==> config.mk <==
export PLATFORM = sky130hd
export DESIGN_NAME = auto_joypad_reader_core_flat
export DESIGN_NICKNAME = d
export VERILOG_FILES = /design/src/sv/ajr_pkg.sv /design/src/sv/ajr_in_if.sv /design/src/sv/ajr_out_if.sv /design/src/sv/auto_joypad_reader_core.sv /design/src/flat_wrapper.sv
export VERILOG_INCLUDE_DIRS = /design/src /design/src/sv
export SDC_FILE = /design/constraint.sdc
export NUM_CORES = 1
export LEC_CHECK = 0
export BUFFER_PORTS_ARGS = -buffer_cell sky130_fd_sc_hd__buf_2
export CORE_UTILIZATION = 50
export CTS_CLUSTER_DIAMETER = 80
export DETAILED_ROUTE_END_ITERATION = 8
export GPL_TIMING_DRIVEN = 0
export PLACE_DENSITY_LB_ADDON = 0.3
export SYNTH_ARGS = -nofsm -noshare
export SYNTH_HDL_FRONTEND = slang
export SYNTH_SLANG_ARGS = --single-unit
==> constraint.sdc <==
create_clock -name i_clk -period 7.2 [get_ports i_clk]
set_input_delay 0.36 -clock i_clk [delete_from_list [all_inputs] [get_ports i_clk]]
set_output_delay 0.36 -clock i_clk [all_outputs]
set_load 0.05 [all_outputs]
==> src/sv/auto_joypad_reader_core_macros.svh <==
// assertion macros for the auto joypad reader core
`ifndef AUTO_JOYPAD_READER_CORE_MACROS_SVH
`define AUTO_JOYPAD_READER_CORE_MACROS_SVH

// same-cycle implication, checked out of reset
`define AJR_ASSERT_SAME(label, clk, rst_n, ante, cons) \
    label: assert property (@(posedge clk) disable iff (!(rst_n)) (ante) |-> (cons)) \
        else $error("ajr check failed");

// next-cycle implication, checked out of reset
`define AJR_ASSERT_NEXT(label, clk, rst_n, ante, cons) \
    label: assert property (@(posedge clk) disable iff (!(rst_n)) (ante) |=> (cons)) \
        else $error("ajr check failed");

`endif

==> src/sv/ajr_pkg.sv <==
// types and constants shared by the auto joypad reader files
`default_nettype none
package ajr_pkg;

    localparam int GAP_W  = 16;
    localparam int STEP_W = 6;
    localparam int PAD_W  = 16;
    localparam int NPADS  = 4;

    localparam logic [GAP_W-1:0]  STEP_GAP_RESET = 16'd124;
    localparam logic [STEP_W-1:0] LATCH_STEP     = 6'd1;
    localparam logic [STEP_W-1:0] LAST_STEP      = 6'd33;

    typedef enum logic [2:0] {
        ACT_TICK     = 3'd0,
        ACT_VBLANK   = 3'd1,
        ACT_WR_EN    = 3'd2,
        ACT_RD_STAT  = 3'd3,
        ACT_RD_PAD   = 3'd4
    } t_action;

    typedef struct packed {
        t_action    action;
        logic [7:0] bus_value;
        logic [2:0] data_index;
        logic [1:0] port1_bits;
        logic [1:0] port2_bits;
    } t_in_word;

    typedef struct packed {
        logic [7:0] read_byte;
        logic       latch_write;
        logic       latch_level;
        logic       port1_clock;
        logic       port2_clock;
        logic       busy_res;
    } t_out_word;

endpackage
`default_nettype wire

==> src/sv/ajr_in_if.sv <==
// input word channel of the auto joypad reader
`default_nettype none
interface ajr_in_if;
    import ajr_pkg::*;

    logic     valid;
    logic     ready;
    t_in_word data;

    modport source (output valid, output data, input ready);
    modport sink   (input valid, input data, output ready);
endinterface
`default_nettype wire

==> src/sv/ajr_out_if.sv <==
// result word channel of the auto joypad reader
`default_nettype none
interface ajr_out_if;
    import ajr_pkg::*;

    logic      valid;
    logic      ready;
    t_out_word data;

    modport source (output valid, output data, input ready);
    modport sink   (input valid, input data, output ready);
endinterface
`default_nettype wire

==> src/sv/auto_joypad_reader_core.sv <==
// auto joypad reader: vblank-triggered latch and serial pad read sequencer
//
//  channel   dir  handshake      payload
//  i_in      in   valid/ready    action, bus_value, data_index, port bits
//  o_out     out  valid/ready    read byte, latch strobes, port clocks, busy
//  i_cfg_*   in   write enable   step_gap (16 bit)
//
// one word per cycle sustained while o_out keeps taking results; each word passes
// through the input register and then the result register
// synchronous active-low reset clears the enable, the sequencer, the pad words
// and both valid flags; step_gap returns to 124
// a stall on o_out holds the result register and backs up into the input
// register; i_in.ready drops only when both stages are full and stalled
`default_nettype none
`include "auto_joypad_reader_core_macros.svh"
module auto_joypad_reader_core (
    input  logic                        i_clk,
    input  logic                        i_rst_n,
    input  logic                        i_cfg_we,
    input  logic [ajr_pkg::GAP_W-1:0]   i_cfg_wdata,
    ajr_in_if.sink                      i_in,
    ajr_out_if.source                   o_out
);
    import ajr_pkg::*;

    // pipeline registers
    logic       r_in_valid;
    t_in_word   r_in;
    logic       r_out_valid;
    t_out_word  r_out;
    t_out_word  n_out;

    // config and sequencer state
    logic [GAP_W-1:0]  r_step_gap;
    logic              r_auto_en,  n_auto_en;
    logic              r_reading,  n_reading;
    logic [STEP_W-1:0] r_step_idx, n_step_idx;
    logic [GAP_W-1:0]  r_gap_cnt,  n_gap_cnt;
    logic [PAD_W-1:0]  r_pad [NPADS];
    logic [PAD_W-1:0]  n_pad [NPADS];

    logic              w_out_free;
    logic              w_adv;
    logic [GAP_W-1:0]  w_gap_inc;
    logic [STEP_W-1:0] w_step_inc;
    logic [PAD_W-1:0]  w_pad_sel;

    // handshake: the result register empties or is being taken this cycle
    assign w_out_free = !r_out_valid || o_out.ready;
    assign w_adv      = r_in_valid && w_out_free;
    assign i_in.ready = !r_in_valid || w_out_free;

    assign o_out.valid = r_out_valid;
    assign o_out.data  = r_out;

    assign w_gap_inc  = r_gap_cnt + GAP_W'(1);
    assign w_step_inc = r_step_idx + STEP_W'(1);
    assign w_pad_sel  = r_pad[r_in.data_index[2:1]];

    // one pass of the sequencer for the word in the input register
    always_comb begin
        n_auto_en  = r_auto_en;
        n_reading  = r_reading;
        n_step_idx = r_step_idx;
        n_gap_cnt  = r_gap_cnt;
        for (int k = 0; k < NPADS; k++) begin
            n_pad[k] = r_pad[k];
        end
        n_out = '0;

        unique case (r_in.action)
            ACT_TICK: begin
                if (r_reading) begin
                    n_gap_cnt = w_gap_inc;
                    // action due: gap reached (a gap of zero fires every tick)
                    if (w_gap_inc >= r_step_gap) begin
                        n_gap_cnt  = '0;
                        n_step_idx = w_step_inc;
                        if (w_step_inc == LATCH_STEP) begin
                            // first action drops the latch
                            n_out.latch_write = 1'b1;
                        end else if (!w_step_inc[0]) begin
                            // even steps clock port 1 into words 0 and 2
                            n_out.port1_clock = 1'b1;
                            n_pad[0] = {r_pad[0][PAD_W-2:0], r_in.port1_bits[0]};
                            n_pad[2] = {r_pad[2][PAD_W-2:0], r_in.port1_bits[1]};
                        end else begin
                            // odd steps clock port 2 into words 1 and 3
                            n_out.port2_clock = 1'b1;
                            n_pad[1] = {r_pad[1][PAD_W-2:0], r_in.port2_bits[0]};
                            n_pad[3] = {r_pad[3][PAD_W-2:0], r_in.port2_bits[1]};
                            if (w_step_inc >= LAST_STEP) begin
                                n_reading = 1'b0;
                            end
                        end
                    end
                end
            end
            ACT_VBLANK: begin
                // when enabled, start or restart the sequence with the latch high
                if (r_auto_en) begin
                    n_reading         = 1'b1;
                    n_step_idx        = '0;
                    n_gap_cnt         = '0;
                    n_out.latch_write = 1'b1;
                    n_out.latch_level = 1'b1;
                end
            end
            ACT_WR_EN: begin
                // clearing the enable aborts a read in flight
                n_auto_en = r_in.bus_value[0];
                if (!r_in.bus_value[0]) begin
                    n_reading = 1'b0;
                end
            end
            ACT_RD_STAT: begin
                n_out.read_byte = {r_in.bus_value[7:1], r_reading};
            end
            ACT_RD_PAD: begin
                n_out.read_byte = r_in.data_index[0] ? w_pad_sel[15:8] : w_pad_sel[7:0];
            end
            default: begin
                // undefined action codes leave everything alone
            end
        endcase

        n_out.busy_res = n_reading;
    end

    // input register
    always_ff @(posedge i_clk) begin
        if (!i_rst_n) begin
            r_in_valid <= 1'b0;
        end else if (i_in.ready) begin
            r_in_valid <= i_in.valid;
        end
        if (i_in.valid && i_in.ready) begin
            r_in <= i_in.data;
        end
    end

    // result register
    always_ff @(posedge i_clk) begin
        if (!i_rst_n) begin
            r_out_valid <= 1'b0;
        end else if (w_out_free) begin
            r_out_valid <= r_in_valid;
        end
        if (w_adv) begin
            r_out <= n_out;
        end
    end

    // step gap register
    always_ff @(posedge i_clk) begin
        if (!i_rst_n) begin
            r_step_gap <= STEP_GAP_RESET;
        end else if (i_cfg_we) begin
            r_step_gap <= i_cfg_wdata;
        end
    end

    // sequencer state and pad words
    always_ff @(posedge i_clk) begin
        if (!i_rst_n) begin
            r_auto_en  <= 1'b0;
            r_reading  <= 1'b0;
            r_step_idx <= '0;
            r_gap_cnt  <= '0;
            for (int k = 0; k < NPADS; k++) begin
                r_pad[k] <= '0;
            end
        end else if (w_adv) begin
            r_auto_en  <= n_auto_en;
            r_reading  <= n_reading;
            r_step_idx <= n_step_idx;
            r_gap_cnt  <= n_gap_cnt;
            for (int k = 0; k < NPADS; k++) begin
                r_pad[k] <= n_pad[k];
            end
        end
    end

    // checks
    `AJR_ASSERT_SAME(a_step_in_range, i_clk, i_rst_n, r_reading, r_step_idx <= LAST_STEP)
    `AJR_ASSERT_SAME(a_one_strobe, i_clk, i_rst_n, r_out_valid, $onehot0({r_out.latch_write, r_out.port1_clock, r_out.port2_clock}))
    `AJR_ASSERT_SAME(a_latch_hi_busy, i_clk, i_rst_n, r_out_valid && r_out.latch_level, r_out.busy_res && r_out.latch_write)
    `AJR_ASSERT_NEXT(a_disable_aborts, i_clk, i_rst_n, w_adv && r_in.action == ACT_WR_EN && !r_in.bus_value[0], !r_reading && !r_auto_en)

endmodule
`default_nettype wire

==> src/flat_wrapper.sv <==
// flat-port wrapper written by rule: the top's interface ports become plain ports
module auto_joypad_reader_core_flat import ajr_pkg::*;
  (i_clk, i_rst_n, i_cfg_we, i_cfg_wdata, i_in_valid, i_in_data, i_in_ready, o_out_valid, o_out_data, o_out_ready);
  ajr_in_if i_in_i ();
  ajr_out_if o_out_i ();
  input  logic i_clk;
  input  logic i_rst_n;
  input  logic i_cfg_we;
  input  logic [ajr_pkg::GAP_W-1:0] i_cfg_wdata;
  input wire logic [$bits(i_in_i.valid)-1:0] i_in_valid;
  input wire logic [$bits(i_in_i.data)-1:0] i_in_data;
  output wire logic [$bits(i_in_i.ready)-1:0] i_in_ready;
  output wire logic [$bits(o_out_i.valid)-1:0] o_out_valid;
  output wire logic [$bits(o_out_i.data)-1:0] o_out_data;
  input wire logic [$bits(o_out_i.ready)-1:0] o_out_ready;
  assign i_in_i.valid = i_in_valid;
  assign i_in_i.data = i_in_data;
  assign i_in_ready = i_in_i.ready;
  assign o_out_valid = o_out_i.valid;
  assign o_out_data = o_out_i.data;
  assign o_out_i.ready = o_out_ready;
  auto_joypad_reader_core u_core (.i_clk(i_clk), .i_rst_n(i_rst_n), .i_cfg_we(i_cfg_we), .i_cfg_wdata(i_cfg_wdata), .i_in(i_in_i), .o_out(o_out_i));
endmodule
Yosys cells after proc, flatten, opt, wreduce, memory -nomap -nowiden
Memory sizes are Yosys's and may differ from the RTL's. A register that Yosys moved wholly into a read port is not among the register bits.
Cells that the tools add are included.
Storage, ports and cells
  register bits after elaboration: 73
  bits in latches: 0
  bits in writable memories: 64
  bits in read-only memories: 0
  input bits: 39
  output and inout bits: 15
  logic and storage cells: 92
  memories kept: 1
Memories
  u_core.r_pad: depth 4, width 16, rd ports 5, clocked after memory_dff 1, wr ports 4, line auto_joypad_reader_core.sv:39  | logic [PAD_W-1:0] r_pad [NPADS];
Cells by class
  add/sub/neg operators: 2
  $mul: 0
  divide/modulo/power cells: 0
  order comparisons: 2
  equal/unequal tests: 8
  shifts and indexed selects: 0
  mux-type cells: 42
  bitwise gates (word level): 7
  reduce and logical (&&, ||, !) cells: 12
Operators by type and width (count)
  2-to-1 mux 64 bit: 4
  2-to-1 mux 16 bit: 11
  case mux 16 bit (2 select lines): 1
  2-to-1 mux 6 bit: 3
  adder 16 x 1 -> 16 bit (second input constant): 1
  greater-or-equal comparator 16 bit: 1
  2-to-1 mux 1 bit: 16
  case mux 8 bit (2 select lines): 1
  case mux 6 bit (2 select lines): 1
  2-to-1 mux 8 bit: 1
  adder 6 x 1 -> 6 bit (second input constant): 1
  equality test 3 x 2 -> 1 bit (second input constant): 2
  equality test 6 x 1 -> 1 bit (second input constant): 1
  greater-or-equal comparator 6 bit (second input constant): 1
  != test 2 x 1 -> 1 bit (second input constant): 3
  AND reduction 5 bit: 1
  2-to-1 mux 2 bit: 2
  OR 1 bit: 4
  AND reduction 4 bit: 1
  OR reduction 4 bit: 1
  equality test 3 x 1 -> 1 bit (second input constant): 1
  equality test 3 bit (second input constant): 1
  logical NOT 3 bit: 1
  NOT 1 bit: 3
  other kinds (7): 10

Logic depth before layout (Yosys ltp)
Gate-level depths: netlist of the first run.
  depth in word-level cells: 8
  depth in mapped cells: 14
  mapped depth without buffers: 13

Least setup slack after synthesis of the first run
Ideal clock, no wire load.
  path kind: reg-to-reg
  start: register u_core.r_gap_cnt[0] (netlist name)
  end: memory u_core.r_pad[0][0] (enable)
  library setup time: 0.470 ns
  arrival: 5.267 ns
  data required time: 6.730 ns
  path slack: 1.463 ns
  cell stages (with the launch flop): 15
  buffers on the path: 1
  period minus slack after synthesis: 5.737 ns
  path through: dfxtp_1 ha_1 nand3_1 nor3_1 nand2_1 and2_1 or2_1 ha_1 nand4_1 a211o_1 nor4_2 or3_1 buf_2 nand3_1 o31ai_1
RTL lines (line)
  end, declared: auto_joypad_reader_core.sv:39

==> run metrics, run 1 <==
DR WL/cell 18.2 um; DIE AREA 13400 um^2; period utilisation layout 66.3%; I/O pin count 54; Worst setup EP type flop; Yosys cell types 54; row cnt 41; Post-CTS Hold Buffers 0; met1 usage in global routing 29.3%; First-pass DRT Iterations 5; P&R area growth vs syn 17.9%; vias 4484; initial core utilization 51.2%; post-cts resize count 0; largest net degree at the start of global routing 23; f_max 209 MHz; dpl cell area 7010 um^2; fraction of layout cells with a size suffix above 1 18.9%; Hold Violations, Final 0; Worst path max stage delay 0.79 ns; Ant. Diodes 0; htree depth 4; CORE AREA 12600 um^2; crit path time final 4.78 ns; vias in the first global route 4400; worst path cell trace ha_1, nand3_1, nor3_1, nand2_1, and2_1, or2_1, ha_1, nand4_1, a211o_1, nor4_2, or3_1, buf_2, nand3_1, o31ai_4, buf_16; ANT nets after route 0; min-delay src i_in_data[9]; Inst Count DP 754; CP Launch Point u_core.r_gap_cnt[0]; sequential share of power 46.3%; Finished Layout Cells 786; Final Slew Violations 0; Die Width 116 um; root buffer selected by CTS clkbuf_16; FF+latch count, synth 139; clk slew on worst S/H paths 0.06 ns; type of origin of the critical path flop; Worst Tran Pin Value 1.16 ns; I/O Buffers 52; smallest hold slack 0.109 ns; RSZ-0062 raised after global routing false; reg-to-reg startpoint u_core.r_gap_cnt[0]; Max-slew headroom 22.6%; initial antenna violation count 0; Max rail drop VDD 0.135 mV; Final GP Congestion 0.862; post-synth top area cell edfxtp_1; TritonCTS Sinks 139; Sw Pwr 0.457 mW; Die H 116 um; global route hottest layer met2; top cells by area, synth edfxtp_1, dfxtp_1, and3_1; P_int 1.49 mW; gr usage total 23.1%; Crit Path Class reg2reg; Synth Flop Type edfxtp_1; combinational share of power 7.2%; endpoints failing setup 0; nets 659; design area 7620 um^2; Post-CTS Setup Bufs 0; number of synthesized flops with an enable pin 95; CTS Buffer Depth 2; met3 usage 5.70%; share of the synthesized area in the top cell type 44.1%; worst hold path class in2reg; Max-cap violations 0; Ys Warns 0; part of the Yosys area used for sequential elements 57.8%; DRC viols 0; worst-skew pair later-pin latency 0.42 ns; clock share of power 46.5%; CTS tree yes; dpl hpwl 10100 um; worst path bufs/invs 2; Synth Area per Inst 12.2 um^2; Leak 3.14 nW; Routed Wire Length 14300 um; Synth Net Count 586; Syn Std Cell Area 6460 um^2; slowest cell on the critical path o31ai_4; vias per cell 5.70; Crit path max-delay family simple AND/OR/NAND/NOR gates; CP Max Fanout 19; ys async rst share 0%; total congestion overflow 0; M2 GR Usage 38.2%; initial detailed-routing violation count 423; skew final 0.00938 ns; worst path required time 7.33 ns; outcome finished, final reports clean; first-pass GRT wire length 22900 um; PD cells 256 nW/um^2; Net Sw Frac 23.4%; Mapped Cells 528; Critical Path AT 4.90 ns; cts bufs inserted 17
==> registers in the layout, summed over array words and instances (netlist names), named ones only <==
name / cells
u_core.r_pad: 64
u_core.r_in: 18
u_core.r_gap_cnt: 16
u_core.r_step_gap: 16
u_core.o_out.data: 13
u_core.r_step_idx: 6
u_core.o_out.valid: 1
u_core.r_auto_en: 1
u_core.r_in_valid: 1
u_core.r_reading: 1
==> area by class of cell <==
cell class	instances	area [um^2]
clock inverters	15	185
multi-input cells	333	2540
fillers	1028	5000
inverters	24	90.1
flip-flops and latches	139	3730
plain buffers	32	128
well taps	172	215
repair buffers	54	303
clock buffers	17	425
==> power by group through the flow <==
stage          sequential, mW  clock, mW  combinational, mW
3_5_place_dp            0.921          0              0.141
6_report                0.904      0.907              0.140
5_1_grt                 0.907      0.942              0.154
4_1_cts                 0.904      0.910              0.142
3_3_place_gp            0.921          0              0.133
2_1_floorplan           0.927          0             0.0816
==> cell usage in the layout, fill, tap and decap left out, types with 4 or more instances in the layout <==
master	synthesis	routed
nor2_1	16	16
a21oi_1	6	6
nor2b_1	28	28
a22oi_1	13	13
inv_1	23	23
buf_1	4	4
or3_1	4	4
nand4_1	5	5
nor3_1	6	6
buf_2	3	55
o21ai_0	17	17
nand2_1	37	37
dfxtp_1	44	44
clkbuf_1	24	24
ha_1	19	19
o211ai_1	5	5
xnor2_1	8	8
xor2_1	5	5
mux4_2	16	16
clkbuf_16	0	17
inv_6	0	7
mux2i_1	21	21
nand3_1	12	12
edfxtp_1	95	95
and3_1	69	69
==> through the flow <==
stage                     setup slack (ns)  setup TNS, ns  total power, mW  util (%)
after floorplan                       1.46              0             1.01         -
after global placement              -0.314         -16.12             1.05      55.0
after detailed placement              2.40              0             1.06      55.5
after CTS                             2.39              0             1.96      60.4
after global routing                  2.08              0             2.00      60.4
final                                 2.42              0             1.95      60.4
==> synthesized netlist by cell type, drive strengths merged, types with 3 or more instances <==
cell type and n:
a21boi 3, a21oi 6, a22oi 13, and3 69, buf 8, clkbuf 24
dfxtp 44, edfxtp 95, ha 19, inv 24, mux2 3, mux2i 21
mux4 16, nand2 37, nand3 12, nand4 5, nor2 16, nor2b 28
nor3 6, nor4 6, o211ai 5, o21ai 20, o31ai 4, or3 4
xnor2 8, xor2 5
==> per-layer routing <==
layer | part of all wire, % | vias up | routed length (um)
li1 | - | 2117 | -
met1 | 42 | 2191 | 6000
met2 | 51 | 153 | 7260
met3 | 5.4 | 23 | 766
met4 | 2.1 | 0 | 299
met5 | 0 | - | 0
==> worst paths after layout <==
kind,end,slack (ns),cells after the start
worst min register to register,flop,0.48,1
worst max register to register,u_core.r_pad[3][14],2.42,15
worst min-delay path,u_core.r_in[9],0.11,1
worst max-delay path,u_core.r_pad[3][14],2.42,15
==> cells by family after synthesis <==
family,Yosys count,share of synthesized area [%]
simple gates,194,17.1
flops,139,57.8
compound gates,67,7.03
buf+inv,56,3.37
mux,40,9.35
fa+ha+maj,19,3.68
xor+xnor,13,1.76
(Power assumes the default switching activity.)
==> run 2: changes to the inputs <==
==> constraint.sdc (replaced) <==
create_clock -name i_clk -period 4.1 [get_ports i_clk]
set_input_delay 0.205 -clock i_clk [delete_from_list [all_inputs] [get_ports i_clk]]
set_output_delay 0.205 -clock i_clk [all_outputs]
set_load 0.05 [all_outputs]
==> run metrics, run 2 (same netlist as run 1, synthesis figures left out) <==
crit path time final 3.97 ns (-0.808 ns); htree depth 4 (unchanged); Final Slew Violations 0 (unchanged); min-delay src i_cfg_wdata[3]; DRC viols 0 (unchanged); dpl cell area 7060 um^2 (+0.68%); I/O Buffers 52 (unchanged); most common cell after layout, fill and taps aside edfxtp_1; row cnt 41 (unchanged); DP Worst Slack -0.358 ns (-2.76 ns); skew final 0.00808 ns (-0.00130 ns); Inst Count DP 755 (+0.13%); CP Max Fanout 14 (-5); ANT nets after route 0 (unchanged); CORE AREA 12600 um^2 (unchanged); TritonCTS Sinks 139 (unchanged); RR Endpoint u_core.r_pad[0][0]; vias in the first global route 4571 (+3.9%); nets 688 (+4.4%); Worst path depth 13 (-2); first-pass GRT wire length 24000 um (+4.7%); Max-slew headroom 21.3% (-1.2 points); FF-to-FF setup slack 0.13 ns (-2.29 ns); CTS Buffer Depth 2 (unchanged); vias per cell 5.69 (-0.21%); worst path required time 4.22 ns (-3.11 ns); dpl hpwl 10400 um (+2.1%); Largest register FFs 64 (unchanged); Ant. Diodes 0 (unchanged); worst path bufs/invs 3 (+1); root buffer selected by CTS clkbuf_16; Worst path max stage delay 0.45 ns (-0.34 ns); cts bufs inserted 17 (unchanged); PD cells 424 nW/um^2 (+66%); Max rail drop VDD 0.289 mV (+110%); gr usage total 24.5% (+1.4 points); worst-skew pair later-pin latency 0.42 ns (about the same); type of origin of the critical path flop; initial detailed-routing violation count 341 (-19%); First-pass DRT Iterations 5 (unchanged); total congestion overflow 0 (unchanged); I/O pin count 54 (unchanged); clk slew on worst S/H paths 0.06 ns (about the same); Routed Wire Length 15100 um (+5.6%); largest net degree at the start of global routing 23 (unchanged); CP Launch Point u_core.r_gap_cnt[2]; vias 4634 (+3.3%); Worst Slack Setup Final 0.133 ns (-2.29 ns); Final GP Congestion 0.910 (+5.5%); Biggest register u_core.r_pad; Crit Path Class reg2reg; Regs by FF count u_core.r_pad x64, u_core.r_in x18; Die H 116 um (unchanged); CTS tree yes; Worst setup EP type flop; P&R area growth vs syn 23.1%; Finished Layout Cells 814 (+3.6%); outcome finished, final reports clean; Crit path max-delay family simple AND/OR/NAND/NOR gates; DR WL/cell 18.6 um (+2.0%); Max-cap violations 0 (unchanged); worst hold path class in2reg; Leak 3.27 nW (+4.1%); fin util 63.1% (+2.7 points); f_max 252 MHz (+20%); period utilisation layout 96.8% (+30 points); design area 7960 um^2 (+4.4%); Critical Path AT 4.09 ns (-0.81 ns); Hold Violations, Final 0 (unchanged); Pwr Total 3.38 mW (+73%); initial core utilization 51.2% (unchanged); worst path cell trace nand4_1, nor4_2, xor2_1, ha_1, nand4_1, a211o_1, nor4_4, or3_1, buf_4, nand3_4, o31ai_4, buf_8, buf_8; Worst R2R Path Depth 13 (-2); endpoints failing setup 0 (unchanged); CP endpoint u_core.r_pad[0][0]; DIE AREA 13400 um^2 (unchanged); initial antenna violation count 0 (unchanged); Fillers 981 (-4.6%); slowest cell on the critical path dfxtp_1; fraction of layout cells with a size suffix above 1 20.9% (+2.0 points); commonest non-fill, non-tap cells in the layout edfxtp_1, and3_1, buf_2, dfxtp_1, nand2_1; Worst Tran Pin Value 1.18 ns (+0.0187 ns); reg-to-reg startpoint u_core.r_gap_cnt[2]; Die Width 116 um (unchanged)
[run 2: area by class of cell]
type	count	area, um^2	area share (%)
plain buffers	32	130	1.64
clock buffers	18	429	5.39
clock inverters	13	151	1.90
inverters	24	90.1	1.13
multi-input cells	333	2600	32.7
flip-flops and latches	139	3740	47.0
well taps	172	215	2.70
repair buffers	83	601	7.55
[run 2: worst min-delay path by stage]
stage	depth (start not counted)	slack, ns	end
finish	3	0.02	u_core.r_step_gap[3]
global route	3	0.01	u_core.r_step_gap[3]
CTS	1	0.007	u_core.r_in[6]
detailed placement	1	0.38	u_core.r_in[3]
global placement	1	0.38	u_core.r_in[3]
floorplan	0	0.30	u_core.r_in[0]
[run 2: power by group]
| part | total (mW) | leakage [nW] | internal, mW | switching, mW |
|---|---|---|---|---|
| Clock | 1.51 | 0.285 | 0.946 | 0.567 |
| Sequential | 1.59 | 1.33 | 1.56 | 0.0283 |
| Combinational | 0.276 | 1.66 | 0.116 | 0.160 |
| Total | 3.38 | 3.27 | 2.62 | 0.755 |
[run 2: layer usage]
| layer | vias to the layer above | share of wire (%) | track usage [%] | wire length, um |
|---|---|---|---|---|
| li1 | 2174 | - | - | - |
| met3 | 17 | 5.8 | 7.01 | 874 |
| met4 | 0 | 1.4 | 8.72 | 214 |
| met2 | 153 | 48 | 38.9 | 7290 |
| met1 | 2290 | 45 | 32.3 | 6740 |
| met5 | - | 0 | 0 | 0 |
[run 2: per-stage QoR]
stage | hold WS, ns | TNS, ns
after detailed placement | 0.383 | -13.35
after global placement | 0.382 | -48.75
after floorplan | 0.304 | 0
after global routing | 0.0101 | -0.735
after CTS | 0.00673 | 0
final | 0.0169 | 0
[run 2: repair_timing]
item                                    4_1_cts  5_1_grt
endpoints found under the setup margin       59       46
endpoints found under the hold margin        19        0
buffers inserted                              3        6
pin swaps                                     3        7
hold buffers                                 19        0
resized for setup                             0        8
[run 2: worst register-to-register path, cell delays in order, from the launching register on]
cell and delay (ns):
dfxtp_1 0.45, nand4_1 0.31, nor4_2 0.38, xor2_1 0.14
ha_1 0.35, nand4_1 0.22, a211o_1 0.38, nor4_4 0.33
or3_1 0.16, buf_4 0.15, nand3_4 0.11, o31ai_4 0.35
buf_8 0.16, buf_8 0.17
